[config.mk]
export PLATFORM = sky130hd
export DESIGN_NAME = two_car_elevator_dispatch
export DESIGN_NICKNAME = d
export VERILOG_FILES = /design/src/hdl/tced_pkg.sv /design/src/hdl/two_car_elevator_dispatch.sv /design/src/hdl/tced_step.sv
export SDC_FILE = /design/constraint.sdc
export NUM_CORES = 1
export LEC_CHECK = 0
export BUFFER_PORTS_ARGS = -buffer_cell sky130_fd_sc_hd__buf_2
export CELL_PAD_IN_SITES_DETAIL_PLACEMENT = 1
export CELL_PAD_IN_SITES_GLOBAL_PLACEMENT = 1
export CORE_MARGIN = 1
export CORE_UTILIZATION = 50
export CTS_BUF_LIST = sky130_fd_sc_hd__clkbuf_2
export CTS_CLUSTER_DIAMETER = 40
export DETAILED_ROUTE_END_ITERATION = 7
export GPL_TIMING_DRIVEN = 0
export MAX_ROUTING_LAYER = met4
export PLACE_DENSITY = 0.95
export SKIP_LAST_GASP = 1
export SYNTH_ARGS = -nofsm -noshare
export SYNTH_HDL_FRONTEND = slang
export SYNTH_SLANG_ARGS = --single-unit
[constraint.sdc]
create_clock -name clk -period 10.55 [get_ports clk]
set_input_delay 0 -clock clk [delete_from_list [all_inputs] [get_ports clk]]
set_output_delay 0 -clock clk [all_outputs]
set_load 0.1 [all_outputs]
[src/hdl/tced_pkg.sv]
package tced_pkg;

	// Number of floors served by both cars.
	localparam int FLOORS = 8;
	localparam int POS_W  = (FLOORS > 1) ? $clog2(FLOORS) : 1;

	// Fixed widths of the result fields.
	localparam int FLOOR_W = 4;
	localparam int LAMP_W  = 8;
	localparam int PRESS_W = 3;

	typedef logic [FLOORS-1:0] mask_t;
	typedef logic [POS_W-1:0]  pos_t;

	typedef enum logic [1:0] {
		MOT_STILL = 2'd0,
		MOT_UP    = 2'd1,
		MOT_DOWN  = 2'd2
	} motion_t;

	typedef struct packed {
		pos_t    pos;
		motion_t motion;
	} car_t;

	typedef struct packed {
		car_t  left;
		car_t  right;
		mask_t left_calls;
		mask_t right_calls;
		mask_t up_calls;
		mask_t down_calls;
	} state_t;

	typedef struct packed {
		logic               req_type;
		logic               left_press;
		logic [PRESS_W-1:0] left_press_floor;
		logic               right_press;
		logic [PRESS_W-1:0] right_press_floor;
		logic               up_press;
		logic [PRESS_W-1:0] up_press_floor;
		logic               down_press;
		logic [PRESS_W-1:0] down_press_floor;
	} in_item_t;

	typedef struct packed {
		logic [FLOOR_W-1:0] left_floor;
		logic [1:0]         left_direction;
		logic [FLOOR_W-1:0] right_floor;
		logic [1:0]         right_direction;
		logic [LAMP_W-1:0]  left_call_lamps;
		logic [LAMP_W-1:0]  right_call_lamps;
		logic [LAMP_W-1:0]  up_call_lamps;
		logic [LAMP_W-1:0]  down_call_lamps;
	} out_item_t;

	// Any call on a floor above p.
	function automatic logic any_above(mask_t m, pos_t p);
		logic r;
		r = 1'b0;
		for (int i = 0; i < FLOORS; i++) begin
			if (m[i] && (i > int'(p))) r = 1'b1;
		end
		return r;
	endfunction

	// Any call on a floor below p.
	function automatic logic any_below(mask_t m, pos_t p);
		logic r;
		r = 1'b0;
		for (int i = 0; i < FLOORS; i++) begin
			if (m[i] && (i < int'(p))) r = 1'b1;
		end
		return r;
	endfunction

	// Any call on a floor other than p.
	function automatic logic any_other(mask_t m, pos_t p);
		logic r;
		r = 1'b0;
		for (int i = 0; i < FLOORS; i++) begin
			if (m[i] && (i != int'(p))) r = 1'b1;
		end
		return r;
	endfunction

	// Set upward motion and climb one floor, saturating at the top.
	function automatic car_t go_up(car_t c);
		car_t r;
		r = c;
		r.motion = MOT_UP;
		if (int'(c.pos) + 1 < FLOORS) r.pos = c.pos + pos_t'(1);
		return r;
	endfunction

	// Set downward motion and descend one floor, saturating at the bottom.
	function automatic car_t go_down(car_t c);
		car_t r;
		r = c;
		r.motion = MOT_DOWN;
		if (c.pos != '0) r.pos = c.pos - pos_t'(1);
		return r;
	endfunction

endpackage

[src/hdl/two_car_elevator_dispatch.sv]
// Two-car elevator dispatcher.
// The input channel (in_valid, in_ready, in_item) carries one transaction per
// button sample or dispatch tick. The output channel (out_valid, out_ready,
// out_item) returns exactly one transaction per input, holding both car
// floors and directions and the four call lamp masks after that input.
// The input register captures a transaction at the edge that accepts it, and the
// result register loads the update when the stage advances, where out_valid rises.
// Throughput is one transaction per cycle while the receiver does not stall, set
// by the single pass through the update logic that also writes car and call state.
// When the receiver stalls, the result register holds its transaction and the
// input register holds the next one; in_ready drops only when both are full.
// Reset puts both cars still at floor one, clears all calls and empties both
// registers.
module two_car_elevator_dispatch
	import tced_pkg::*;
(
	input  logic      clk,
	input  logic      arst_n,
	input  logic      in_valid,
	output logic      in_ready,
	input  in_item_t  in_item,
	output logic      out_valid,
	input  logic      out_ready,
	output out_item_t out_item
);

	logic      valid_s1;
	in_item_t  item_s1;
	logic      out_valid_q;
	out_item_t out_item_q;
	state_t    state_q;
	state_t    state_d;
	out_item_t res_d;
	logic      adv;
	logic [POS_W:0] lfl;
	logic [POS_W:0] rfl;

	// The stage advances whenever the result register is free or being taken.
	assign adv       = !out_valid_q || out_ready;
	assign in_ready  = !valid_s1 || adv;
	assign out_valid = out_valid_q;
	assign out_item  = out_item_q;

	tced_step u_step (
		.cur  (state_q),
		.item (item_s1),
		.nxt  (state_d)
	);

	// Pack the next state into a result transaction.
	always_comb begin
		lfl = {1'b0, state_d.left.pos} + (POS_W+1)'(1);
		rfl = {1'b0, state_d.right.pos} + (POS_W+1)'(1);
		res_d.left_floor       = FLOOR_W'(lfl);
		res_d.left_direction   = state_d.left.motion;
		res_d.right_floor      = FLOOR_W'(rfl);
		res_d.right_direction  = state_d.right.motion;
		res_d.left_call_lamps  = LAMP_W'(state_d.left_calls);
		res_d.right_call_lamps = LAMP_W'(state_d.right_calls);
		res_d.up_call_lamps    = LAMP_W'(state_d.up_calls);
		res_d.down_call_lamps  = LAMP_W'(state_d.down_calls);
	end

	// Control and dispatcher state.
	always_ff @(posedge clk or negedge arst_n) begin
		if (!arst_n) begin
			valid_s1    <= 1'b0;
			out_valid_q <= 1'b0;
			state_q.left.pos     <= '0;
			state_q.left.motion  <= MOT_STILL;
			state_q.right.pos    <= '0;
			state_q.right.motion <= MOT_STILL;
			state_q.left_calls   <= '0;
			state_q.right_calls  <= '0;
			state_q.up_calls     <= '0;
			state_q.down_calls   <= '0;
		end else begin
			if (in_ready) valid_s1 <= in_valid;
			if (adv) begin
				out_valid_q <= valid_s1;
				if (valid_s1) state_q <= state_d;
			end
		end
	end

	// Payload registers.
	always_ff @(posedge clk) begin
		if (in_ready && in_valid) item_s1 <= in_item;
		if (adv && valid_s1) out_item_q <= res_d;
	end

endmodule

[src/hdl/tced_step.sv]
module tced_step
	import tced_pkg::*;
(
	input  state_t   cur,
	input  in_item_t item,
	output state_t   nxt
);

	car_t  l;
	car_t  r;
	mask_t lc;
	mask_t rc;
	mask_t uc;
	mask_t dc;
	mask_t lbit;
	mask_t rbit;

	// Start toward calls of one mask, upward preferred.
	function automatic car_t start_by(mask_t m, car_t c);
		car_t o;
		o = c;
		if (any_other(m, c.pos)) begin
			if (any_above(m, c.pos)) o = go_up(c);
			else if (any_below(m, c.pos)) o = go_down(c);
		end
		return o;
	endfunction

	// Idle car while the other car is moving.
	function automatic car_t idle_single(mask_t own, mask_t up, mask_t dn, car_t c);
		car_t o;
		o = c;
		if (any_other(own, c.pos)) begin
			o = start_by(own, c);
		end else if (any_other(up, c.pos) || any_other(dn, c.pos)) begin
			if (any_above(up, c.pos) || any_above(dn, c.pos)) o = go_up(c);
			else o = go_down(c);
		end
		return o;
	endfunction

	// Moving car keeps direction while calls lie ahead, else reverses or stops.
	function automatic car_t keep_moving(mask_t own, mask_t up, mask_t dn, car_t c);
		car_t o;
		o = c;
		if (c.motion == MOT_UP) begin
			if (any_above(own, c.pos) || any_above(up, c.pos)) o = go_up(c);
			else if (any_below(own, c.pos) || any_below(dn, c.pos)) o = go_down(c);
			else o.motion = MOT_STILL;
		end else begin
			if (any_below(own, c.pos) || any_below(dn, c.pos)) o = go_down(c);
			else if (any_above(own, c.pos) || any_above(up, c.pos)) o = go_up(c);
			else o.motion = MOT_STILL;
		end
		return o;
	endfunction

	always_comb begin
		l  = cur.left;
		r  = cur.right;
		lc = cur.left_calls;
		rc = cur.right_calls;
		uc = cur.up_calls;
		dc = cur.down_calls;
		lbit = '0;
		rbit = '0;

		if (!item.req_type) begin
			// Button sample: latch each press that names a valid floor.
			if (item.left_press && (int'(item.left_press_floor) < FLOORS))
				lc = lc | (mask_t'(1) << item.left_press_floor);
			if (item.right_press && (int'(item.right_press_floor) < FLOORS))
				rc = rc | (mask_t'(1) << item.right_press_floor);
			if (item.up_press && (int'(item.up_press_floor) < FLOORS))
				uc = uc | (mask_t'(1) << item.up_press_floor);
			if (item.down_press && (int'(item.down_press_floor) < FLOORS))
				dc = dc | (mask_t'(1) << item.down_press_floor);
		end else begin
			// Dispatch tick: decide motion of both cars.
			if ((l.motion == MOT_STILL) && (r.motion == MOT_STILL)) begin
				l = start_by(lc, l);
				r = start_by(rc, r);
				if (l.motion == MOT_STILL) begin
					if (any_other(uc, l.pos)) l = start_by(uc, l);
					else l = start_by(dc, l);
				end else if (r.motion == MOT_STILL) begin
					if (any_other(uc, r.pos)) r = start_by(uc, r);
					else r = start_by(dc, r);
				end
			end else begin
				if (l.motion == MOT_STILL) l = idle_single(lc, uc, dc, l);
				else l = keep_moving(lc, uc, dc, l);
				if (r.motion == MOT_STILL) r = idle_single(rc, uc, dc, r);
				else r = keep_moving(rc, uc, dc, r);
			end

			// Clear lamps at the floor reached, left car first.
			lbit = mask_t'(1) << l.pos;
			if (l.motion == MOT_UP) begin
				uc = uc & ~lbit;
				lc = lc & ~lbit;
				if (!any_above(lc, l.pos) && !any_above(uc, l.pos) && !any_above(dc, l.pos))
					dc = dc & ~lbit;
			end else if (l.motion == MOT_DOWN) begin
				dc = dc & ~lbit;
				lc = lc & ~lbit;
				if (!any_below(lc, l.pos) && !any_below(dc, l.pos) && !any_below(uc, l.pos))
					uc = uc & ~lbit;
			end

			rbit = mask_t'(1) << r.pos;
			if (r.motion == MOT_UP) begin
				uc = uc & ~rbit;
				rc = rc & ~rbit;
				if (!any_above(rc, r.pos) && !any_above(uc, r.pos) && !any_above(dc, r.pos))
					dc = dc & ~rbit;
			end else if (r.motion == MOT_DOWN) begin
				dc = dc & ~rbit;
				rc = rc & ~rbit;
				if (!any_below(rc, r.pos) && !any_below(dc, r.pos) && !any_below(uc, r.pos))
					uc = uc & ~rbit;
			end
		end

		nxt.left        = l;
		nxt.right       = r;
		nxt.left_calls  = lc;
		nxt.right_calls = rc;
		nxt.up_calls    = uc;
		nxt.down_calls  = dc;
	end

endmodule
Word level (Yosys, flattened, before mapping):

Cells that the tools add are included.

* bits in registers: 105
* latch bits: 0
* memory bits (writable): 0
* memory bits (read-only): 0
* word-level logic and storage cells: 1173
* memories kept: 0

* $add $sub $neg: 14
* multipliers: 0
* div/mod/pow operators: 0
* magnitude comparators: 88
* eq/ne operators: 34
* shift operators: 6
* muxes and demuxes: 650
* bitwise gates (word level): 12
* reductions and logical operators: 342

Operators by type and width (count)
* $mux 1: 557
* $logic_and 1x1->1: 301
* $mux 5: 53
* $mux 8: 26
* $lt 32x5->1 const B: 4
* $gt 3x3->1 const A: 24
* $lt 3x3->1 const A: 18
* $and 8x8->8: 6
* $ne 3x3->1 const A: 16
* $shl 1x3->8 const A: 6
* $gt 2x3->1 const A: 12
* $lt 1x3->1 const A: 12
* $lt 2x3->1 const A: 12
* $mux 3: 12
* $or 8x8->8: 4
* $add 3x1->4 const B: 6
* $ne 2x3->1 const A: 8
* $reduce_bool 3->1: 8
* $gt 1x3->1 const A: 6
* $not 8->8: 2
* $logic_not 1->1: 14
* $logic_or 1x1->1: 14
* $add 3x1->3 const B: 4
* $ne 1x3->1 const A: 4
* 6 further kinds: 17

Logic depth before layout (Yosys ltp):

Gate-level depths: netlist (run 1).

* word-level depth: 97
* mapped depth: 31
* depth with buffers taken out: 26

Modules after synthesis:

From an unflattened synthesis (run 1), not the netlist that was laid out.

* cells, all modules: 1220
* area total of the unflattened synthesis: 10153.5 um2

By module, submodules not included
* tced_step: instances 1, cells each 1054, area each 6438.7 um2, sequential area each 0.0 um2
* two_car_elevator_dispatch: instances 1, cells each 166, area each 3714.8 um2, sequential area each 2932.8 um2

Least setup slack after synthesis (run 1):

Ideal clock, no wire load.

* kind: register -> register
* start point: register state_q[34] (netlist bit)
* end point: register out_item_q (netlist bit out_item[13]), data pin
* arrival time: 6.274 ns
* path slack: 4.011 ns
* cell stages (with the launch flop): 32
* buffers on the path: 6
* clock period less this slack: 6.539 ns
* path through: dfrtp_1 buf_2 inv_1 ha_1 nand2b_1 a221oi_1 nand2_1 or3_1 clkbuf_1 o31a_1 o221a_2 buf_2 inv_2 buf_2 ha_1 inv_1 a21oi_1 nor2_1 a32o_1 or3_1 clkbuf_1 or2_2 a311oi_1 o21a_1 buf_2 nand3b_1 a32o_1 a221oi_1 a31oi_1 o41ai_4 a31oi_1 o21bai_1

RTL lines
* from (decl): RTL line two_car_elevator_dispatch.sv:31 `state_t state_q;`
* from (signal assigned): RTL line two_car_elevator_dispatch.sv:81 `if (valid_s1) state_q <= state_d;`
* to (signal assigned): RTL line two_car_elevator_dispatch.sv:89 `if (adv && valid_s1) out_item_q <= res_d;`
* to (decl): RTL line two_car_elevator_dispatch.sv:30 `out_item_t out_item_q;`

==> flow_summary.rst, run 1 <==
.. list-table::
   :header-rows: 1

   * - Metric
     - Value
   * - Cell Rows
     - 51
   * - Final setup skew
     - 58.1 ps
   * - Clk buf depth
     - 2
   * - Total routed wirelength
     - 47.2 mm
   * - Area of the mapped netlist
     - 0.00997 mm²
   * - Core region area
     - 0.0195 mm²
   * - Warning count from the yosys run
     - 0
   * - Number of max-slew violations in the final report
     - 0
   * - Achievable Freq
     - 110 MHz
   * - Combinational family with the most area after synthesis
     - compound AO/OA/AOI/OAI gates
   * - Initial cell density of the core
     - 0.510
   * - Xor/xnor cell area share of the yosys netlist
     - 0.00351
   * - Die W
     - 143 µm
   * - Max-capacitance violation count
     - 0
   * - Final hold violations
     - 0
   * - Sequential fraction of the synthesis area
     - 0.294
   * - Routed len/inst
     - 28.4 µm
   * - Most used cell along the critical path
     - sky130_fd_sc_hd__o21ai_0
   * - Quantity of I/O buffers inserted on ports
     - 66
   * - Proportion of synthesized area in mux cells
     - 0.0148
   * - Synth Area in Compound Gates
     - 0.349
   * - Number of fill cells
     - 2508
   * - Worst path setup slack after routing
     - 1470 ps
   * - Endpoint type of the worst setup path
     - flop
   * - Net Count, Synth
     - 1342
   * - Detailed-router iteration count before antenna repair
     - 7
   * - Worst path arrival time
     - 9500 ps
   * - Wire length of the first global-routing pass
     - 70.7 mm
   * - Flip-flop and latch count after synthesis
     - 105
   * - Remaining global-route overflow
     - 0
   * - Number of antenna violations at the first check in global routing
     - 2
   * - Highest cell delay on the worst timing path
     - 680 ps
   * - WP buf/inv
     - 5
   * - Unrepaired setup endpoints after global routing
     - no
   * - Overall fraction of global-route tracks in use
     - 0.477
   * - Worst relative slew slack
     - 0.0464
   * - DP Wirelength
     - 33.5 mm
   * - Distinct cell type count after synthesis
     - 102
   * - Adder-Cell Fraction of Synth Area
     - 0.0377
   * - Number of placed I/O pins
     - 67
   * - Slew @ Worst Pin
     - 1420 ps
   * - Clock sink total
     - 105
   * - Buffer type at the clock tree root
     - sky130_fd_sc_hd__clkbuf_2
   * - Total number of vias
     - 11993
   * - Critical path launch point type
     - flop
   * - Gpl congestion
     - 1.01
   * - Period utilisation layout
     - 0.860
   * - Final setup violation count
     - 0
   * - Top cell family by delay on the critical path
     - compound AO/OA/AOI/OAI gates
   * - Floorplan die height
     - 143 µm
   * - Maximum fanout along the worst path
     - 10
   * - Total Die Area
     - 0.0205 mm²
   * - Post-placement setup slack
     - 1870 ps
   * - Area added between synthesis and finish
     - 10.2%
   * - Clk_lat worst skew
     - 680 ps
   * - Final total negative setup slack
     - 0 ps
   * - Iteration-0 DRC count of the detailed router
     - 1479
   * - Gate count of the mapped netlist
     - 1291
   * - Via count normalized by instance count
     - 7.21
   * - Share of flip-flops with an asynchronous set or reset
     - 0.419
   * - Deepest level of the CTS H-tree
     - 3
   * - Outcome
     - finished clean
   * - Class of the tightest hold or removal check
     - in -> reg
   * - TritonCTS Buffers
     - 9
   * - Final net count
     - 1441
   * - Prevailing post-synth register cell
     - sky130_fd_sc_hd__edfxtp_1
   * - Post-detailed-route count of antenna-violating nets
     - 0
   * - DR DRC count
     - 0
   * - Maximum number of pins on one net before global-route repair
     - 45
   * - Crit path max-delay cell type
     - sky130_fd_sc_hd__o41ai_4
   * - Clock tree from TritonCTS
     - yes
   * - Simple logic cell fraction of the synthesized area
     - 0.244
   * - Post-layout minimum cycle time
     - 9080 ps
   * - Mean cell area of the mapped netlist
     - 7.72 µm²
   * - Count of flip-flops with a built-in enable after synthesis
     - 61
   * - Required time of the critical path
     - 10970 ps
   * - Path type of the worst setup path
     - reg -> reg
   * - Number of global-route vias before repair
     - 11939
   * - Number of buffers inserted by post-CTS setup repair
     - 0
   * - Layout cell share with drive strength beyond 1
     - 0.126
   * - Clock transition at the registers of the reported paths
     - 330 ps
-- stage by stage --
| stage | hold slack (ps) | util | area (µm²) | std cells |
|---|---|---|---|---|
| 4_1_cts | 37.9 | 0.562 | 11000 | 1660 |
| 3_3_place_gp | 176 | 0.544 | 10600 | 1622 |
| 6_report | 8.03 | 0.563 | 11000 | 1663 |
| 3_5_place_dp | 179 | 0.545 | 10700 | 1623 |
| 5_1_grt | 27.3 | 0.562 | 11000 | 1662 |
| 2_1_floorplan | -296 | - | 9970 | 1291 |
-- logic make-up (layout without fill, tap and decap cells) --
kind of cell    count (synthesis)  after routing
flops                         105            105
buf+inv                       134            238
simple gates                  500            500
compound gates                504            504
fa+ha+maj                      30             30
mux                            14             14
xor+xnor                        4              4
other cells                     0              3
-- sequential cells by signal, indices dropped and copies added, names as in the netlist --
signal	count
item_s1	17
out_item	44
out_valid	1
state_q	42
valid_s1	1
-- worst register-to-register path, stage by stage, from the launching register on --
cell	delay [ps]
sky130_fd_sc_hd__dfrtp_1	500
sky130_fd_sc_hd__buf_2	210
sky130_fd_sc_hd__inv_2	200
sky130_fd_sc_hd__ha_1	380
sky130_fd_sc_hd__nor2b_1	110
sky130_fd_sc_hd__o21ai_0	260
sky130_fd_sc_hd__o211ai_1	270
sky130_fd_sc_hd__o21ai_0	490
sky130_fd_sc_hd__and4_1	250
sky130_fd_sc_hd__clkbuf_1	320
sky130_fd_sc_hd__nor2_1	250
sky130_fd_sc_hd__inv_2	290
sky130_fd_sc_hd__ha_1	350
sky130_fd_sc_hd__o21ai_0	410
sky130_fd_sc_hd__a211oi_1	400
sky130_fd_sc_hd__nand4_1	410
sky130_fd_sc_hd__a311o_1	430
sky130_fd_sc_hd__a221oi_2	300
sky130_fd_sc_hd__a211oi_2	170
sky130_fd_sc_hd__buf_6	200
sky130_fd_sc_hd__nor2_1	490
sky130_fd_sc_hd__nand2_1	370
sky130_fd_sc_hd__o21ai_1	400
sky130_fd_sc_hd__o2111ai_2	200
sky130_fd_sc_hd__o41ai_4	680
sky130_fd_sc_hd__a31oi_1	270
sky130_fd_sc_hd__o21bai_1	240
-- layout by cell type, fill, tap and decap left out, drive strengths merged, types with 7 or more instances in the layout --
master	count
nand4	14
inv	52
o31ai	20
or3	16
or2	14
o21a	20
nor3	34
ha	30
and2	18
o221a	9
o22ai	13
a21boi	9
nand2b	26
edfxtp	61
a21oi	121
a221oi	8
and3	7
dfrtp	44
dlygate4sd3	21
nor2	128
nand3b	7
o221ai	7
a211oi	17
nand3	24
nor4	11
nor2b	21
mux2i	8
a31oi	35
buf	97
a21o	16
nand2	160
o211ai	18
clkbuf	61
o21ai	116
-- per-layer routing --
metal  track usage  share of wire  up-vias
met1         0.554           0.37     5825
met4         0.280          0.061        0
met5             -              0        -
met3         0.111           0.11      226
li1              -              -     5059
met2         0.755           0.46      883
-- cell type report --
| class | count | area [µm²] | area share |
|---|---|---|---|
| Clock buffer | 10 | 50.0 | 0.00456 |
| Sequential cell | 105 | 2930 | 0.267 |
| Tap cell | 265 | 332 | 0.0302 |
| Clock inverter | 6 | 67.6 | 0.00615 |
| Multi-Input combinational cell | 1052 | 6470 | 0.589 |
| Inverter | 53 | 201 | 0.0183 |
| Buffer | 81 | 360 | 0.0328 |
| Timing Repair Buffer | 88 | 561 | 0.0510 |
| Antenna cell | 3 | 7.51 | 0.000683 |
-- cell usage after synthesis, drive strengths merged, types with 13 or more instances --
master / number / share of area
o211ai: 18 / 0.014
inv: 51 / 0.019
and2: 18 / 0.011
buf: 30 / 0.017
nor3: 34 / 0.018
nand3: 24 / 0.012
nor2b: 21 / 0.013
ha: 30 / 0.038
a31oi: 35 / 0.025
a21oi: 121 / 0.062
a211oi: 17 / 0.013
o22ai: 13 / 0.0088
clkbuf: 51 / 0.019
edfxtp: 61 / 0.18
a21o: 16 / 0.012
nand2b: 26 / 0.016
nand4: 14 / 0.0088
o21a: 20 / 0.015
o21ai: 116 / 0.059
dfrtp: 44 / 0.11
nor2: 128 / 0.050
or2: 14 / 0.0090
nand2: 160 / 0.061
or3: 16 / 0.011
o31ai: 20 / 0.015
-- worst paths after layout --
kind                             start  depth (start not counted)  slack (ps)      endpoint
max                        state_q[39]                         26        1470  out_item[13]
min                         in_item[8]                          2           8    item_s1[8]
max reg2reg                state_q[39]                         26        1470  out_item[13]
min reg2reg                   valid_s1                          1         580     out_valid
max in group asynchronous       arst_n                          2        9730    state_q[4]
min in group asynchronous       arst_n                          2          30   state_q[22]
-- what timing repair did --
action | 4_1_cts | 5_1_grt
gates resized for setup | 0 | 0
hold buffers | 21 | 0
hold endpoints to repair | 63 | 0
Power of run 1 is left out: the tool's default activity adds up to more than one toggle a clock period on the data nets, which glitch-free logic cannot reach.
==> run 2: changes to the inputs <==
==> constraint.sdc (replaced) <==
create_clock -name clk -period 10.55 [get_ports clk]
set_input_delay 1.5825 -clock clk [delete_from_list [all_inputs] [get_ports clk]]
set_output_delay 1.5825 -clock clk [all_outputs]
set_load 0.1 [all_outputs]
==> run 2 against run 1 <==
Net effect: the run now ends with max-capacitance violations, max-slew violations left; maximum frequency down 0.29%; sequential share of layout area up 0.53 points; utilization down 1.1 points; final cell count down 1.3%; first-iteration DRC count down 12%; via count down 3.7%; clock-buffer cell count unchanged; worst hold slack better by 550 ps; clock skew down 13 ps; global-route usage down 3.0 points; register-to-register slack worse by 30 ps; largest cell class unchanged.
==> flow_summary.rst, run 2 (synthesis gave the netlist of run 1 again) <==
.. list-table::
   :header-rows: 1

   * - Metric
     - Value
   * - Outcome
     - finished, violations left
   * - Violated checks
     - max-capacitance violations, max-slew violations
   * - Deepest level of the CTS H-tree
     - 3
   * - Buffer type at the clock tree root
     - sky130_fd_sc_hd__clkbuf_2
   * - CTS resizes
     - 0
   * - Maximum fanout along the worst path
     - 10
   * - Period utilisation layout
     - 0.863
   * - Most used cells in the layout excluding fill and tap cells
     - 159 x sky130_fd_sc_hd__nand2_1, 126 x sky130_fd_sc_hd__nor2_1, 118 x sky130_fd_sc_hd__a21oi_1
   * - Commonest non-fill, non-tap cell in the layout
     - sky130_fd_sc_hd__nand2_1
   * - Total number of vias
     - 11546
   * - DP Wirelength
     - 33.5 mm
   * - Hold-fix buffer count after cts
     - 0
   * - Clock tree from TritonCTS
     - yes
   * - Number of buffers inserted by post-CTS setup repair
     - 0
   * - Most used cell along the critical path
     - sky130_fd_sc_hd__o21ai_0
   * - Initial cell density of the core
     - 0.510
   * - Core region area
     - 0.0195 mm²
   * - Final hold violations
     - 0
   * - Worst path arrival time
     - 9510 ps
   * - Final Instance Area
     - 0.0108 mm²
   * - Die W
     - 143 µm
   * - Clock transition at the registers of the reported paths
     - 310 ps
   * - Overall fraction of global-route tracks in use
     - 0.447
   * - Number of placed I/O pins
     - 67
   * - Detailed-router iteration count before antenna repair
     - 6
   * - Post-layout minimum cycle time
     - 9100 ps
   * - GRT busiest layer
     - met2
   * - Maximum number of pins on one net before global-route repair
     - 45
   * - Max-capacitance violation count
     - 1
   * - Wire length of the first global-routing pass
     - 66.5 mm
   * - Via count normalized by instance count
     - 7.04
   * - Quantity of I/O buffers inserted on ports
     - 66
   * - Number of fill cells
     - 2529
   * - Remaining global-route overflow
     - 0
   * - TritonCTS Buffers
     - 9
   * - Highest cell delay on the worst timing path
     - 690 ps
   * - Final net count
     - 1420
   * - Slew @ Worst Pin
     - 1500 ps
   * - Final setup skew
     - 45.1 ps
   * - Cell Rows
     - 51
   * - Total Die Area
     - 0.0205 mm²
   * - Path type of the worst setup path
     - reg -> reg
   * - Unrepaired setup endpoints after global routing
     - no
   * - Iteration-0 DRC count of the detailed router
     - 1300
   * - Worst relative slew slack
     - -0.00496
   * - Met3 global-route usage
     - 0.0738
   * - Clk buf depth
     - 2
   * - Achievable Freq
     - 110 MHz
   * - Clock sink total
     - 105
   * - Number of flip-flops under the largest register name
     - 44
   * - Global routing met1 resource utilization
     - 0.540
   * - Gpl congestion
     - 1.01
   * - Crit path max-delay cell type
     - sky130_fd_sc_hd__o41ai_4
   * - Post-place instance area
     - 0.0107 mm²
   * - Hold Startpoint
     - valid_s1
   * - Layout cell share with drive strength beyond 1
     - 0.128
   * - Final setup violation count
     - 0
   * - Worst setup path startpoint
     - state_q[39]
   * - Floorplan die height
     - 143 µm
   * - Number of global-route vias before repair
     - 11314
   * - Routed len/inst
     - 26.9 µm
   * - Post-detailed-route count of antenna-violating nets
     - 0
   * - DR DRC count
     - 0
   * - Final total negative setup slack
     - 0 ps
   * - Area added between synthesis and finish
     - 8.08%
   * - Number of antenna violations at the first check in global routing
     - 2
   * - Total routed wirelength
     - 44.2 mm
   * - Critical path launch point type
     - flop
   * - Clk_lat worst skew
     - 650 ps
   * - Worst R2R Start
     - state_q[39]
   * - Met2 Resource Use GR
     - 0.722
   * - Class of the tightest hold or removal check
     - reg -> reg
   * - Number of max-slew violations in the final report
     - 1
   * - Required time of the critical path
     - 10960 ps
   * - Endpoint type of the worst setup path
     - flop
## run 2: path summary, 6_finish.rpt
path | end | slack (ps) | cells after the start
worst min register to register | out_valid | 550 | 1
max in group asynchronous | state_q[4] | 8750 | 1
worst min-delay path | out_valid | 550 | 1
worst max register to register | out_item[13] | 1450 | 26
min in group asynchronous | state_q[9] | 1100 | 1
worst max-delay path | out_item[13] | 1450 | 26
## run 2: routing by layer
layer / share of wire / routed length (µm)
met4: 0.053 / 2340
met3: 0.088 / 3900
met1: 0.40 / 17600
met5: 0 / 0
met2: 0.46 / 20400
## run 2: through the flow
step | setup slack [ps] | instances | hold WS [ps] | util
2_1_floorplan | 4010 | 1291 | 457 | -
3_3_place_gp | 1880 | 1622 | 479 | 0.544
3_5_place_dp | 1870 | 1623 | 509 | 0.545
4_1_cts | 1770 | 1639 | 564 | 0.551
5_1_grt | 1200 | 1641 | 570 | 0.552
6_report | 1450 | 1641 | 554 | 0.552
## run 2: final cells by class
type | count | area (µm²) | area share
Timing Repair Buffer | 67 | 350 | 0.0325
Buffer | 81 | 360 | 0.0334
Clock buffer | 10 | 50.0 | 0.00465
Clock inverter | 6 | 67.6 | 0.00627
Multi-Input combinational cell | 1052 | 6470 | 0.601
Antenna cell | 2 | 5.00 | 0.000465
Sequential cell | 105 | 2930 | 0.272
Inverter | 53 | 201 | 0.0187
Tap cell | 265 | 332 | 0.0308
## run 2: worst max-delay path: cells and delay by family (launching register included)
kind,cells,cell delay (ps)
DFF,1,500
adders and majority gates,2,730
buffers and inverters,5,1190
AOI/OAI and AO/OA,13,4530
and+or+nand+nor,6,1890
Power of run 2 is left out for the same reason.
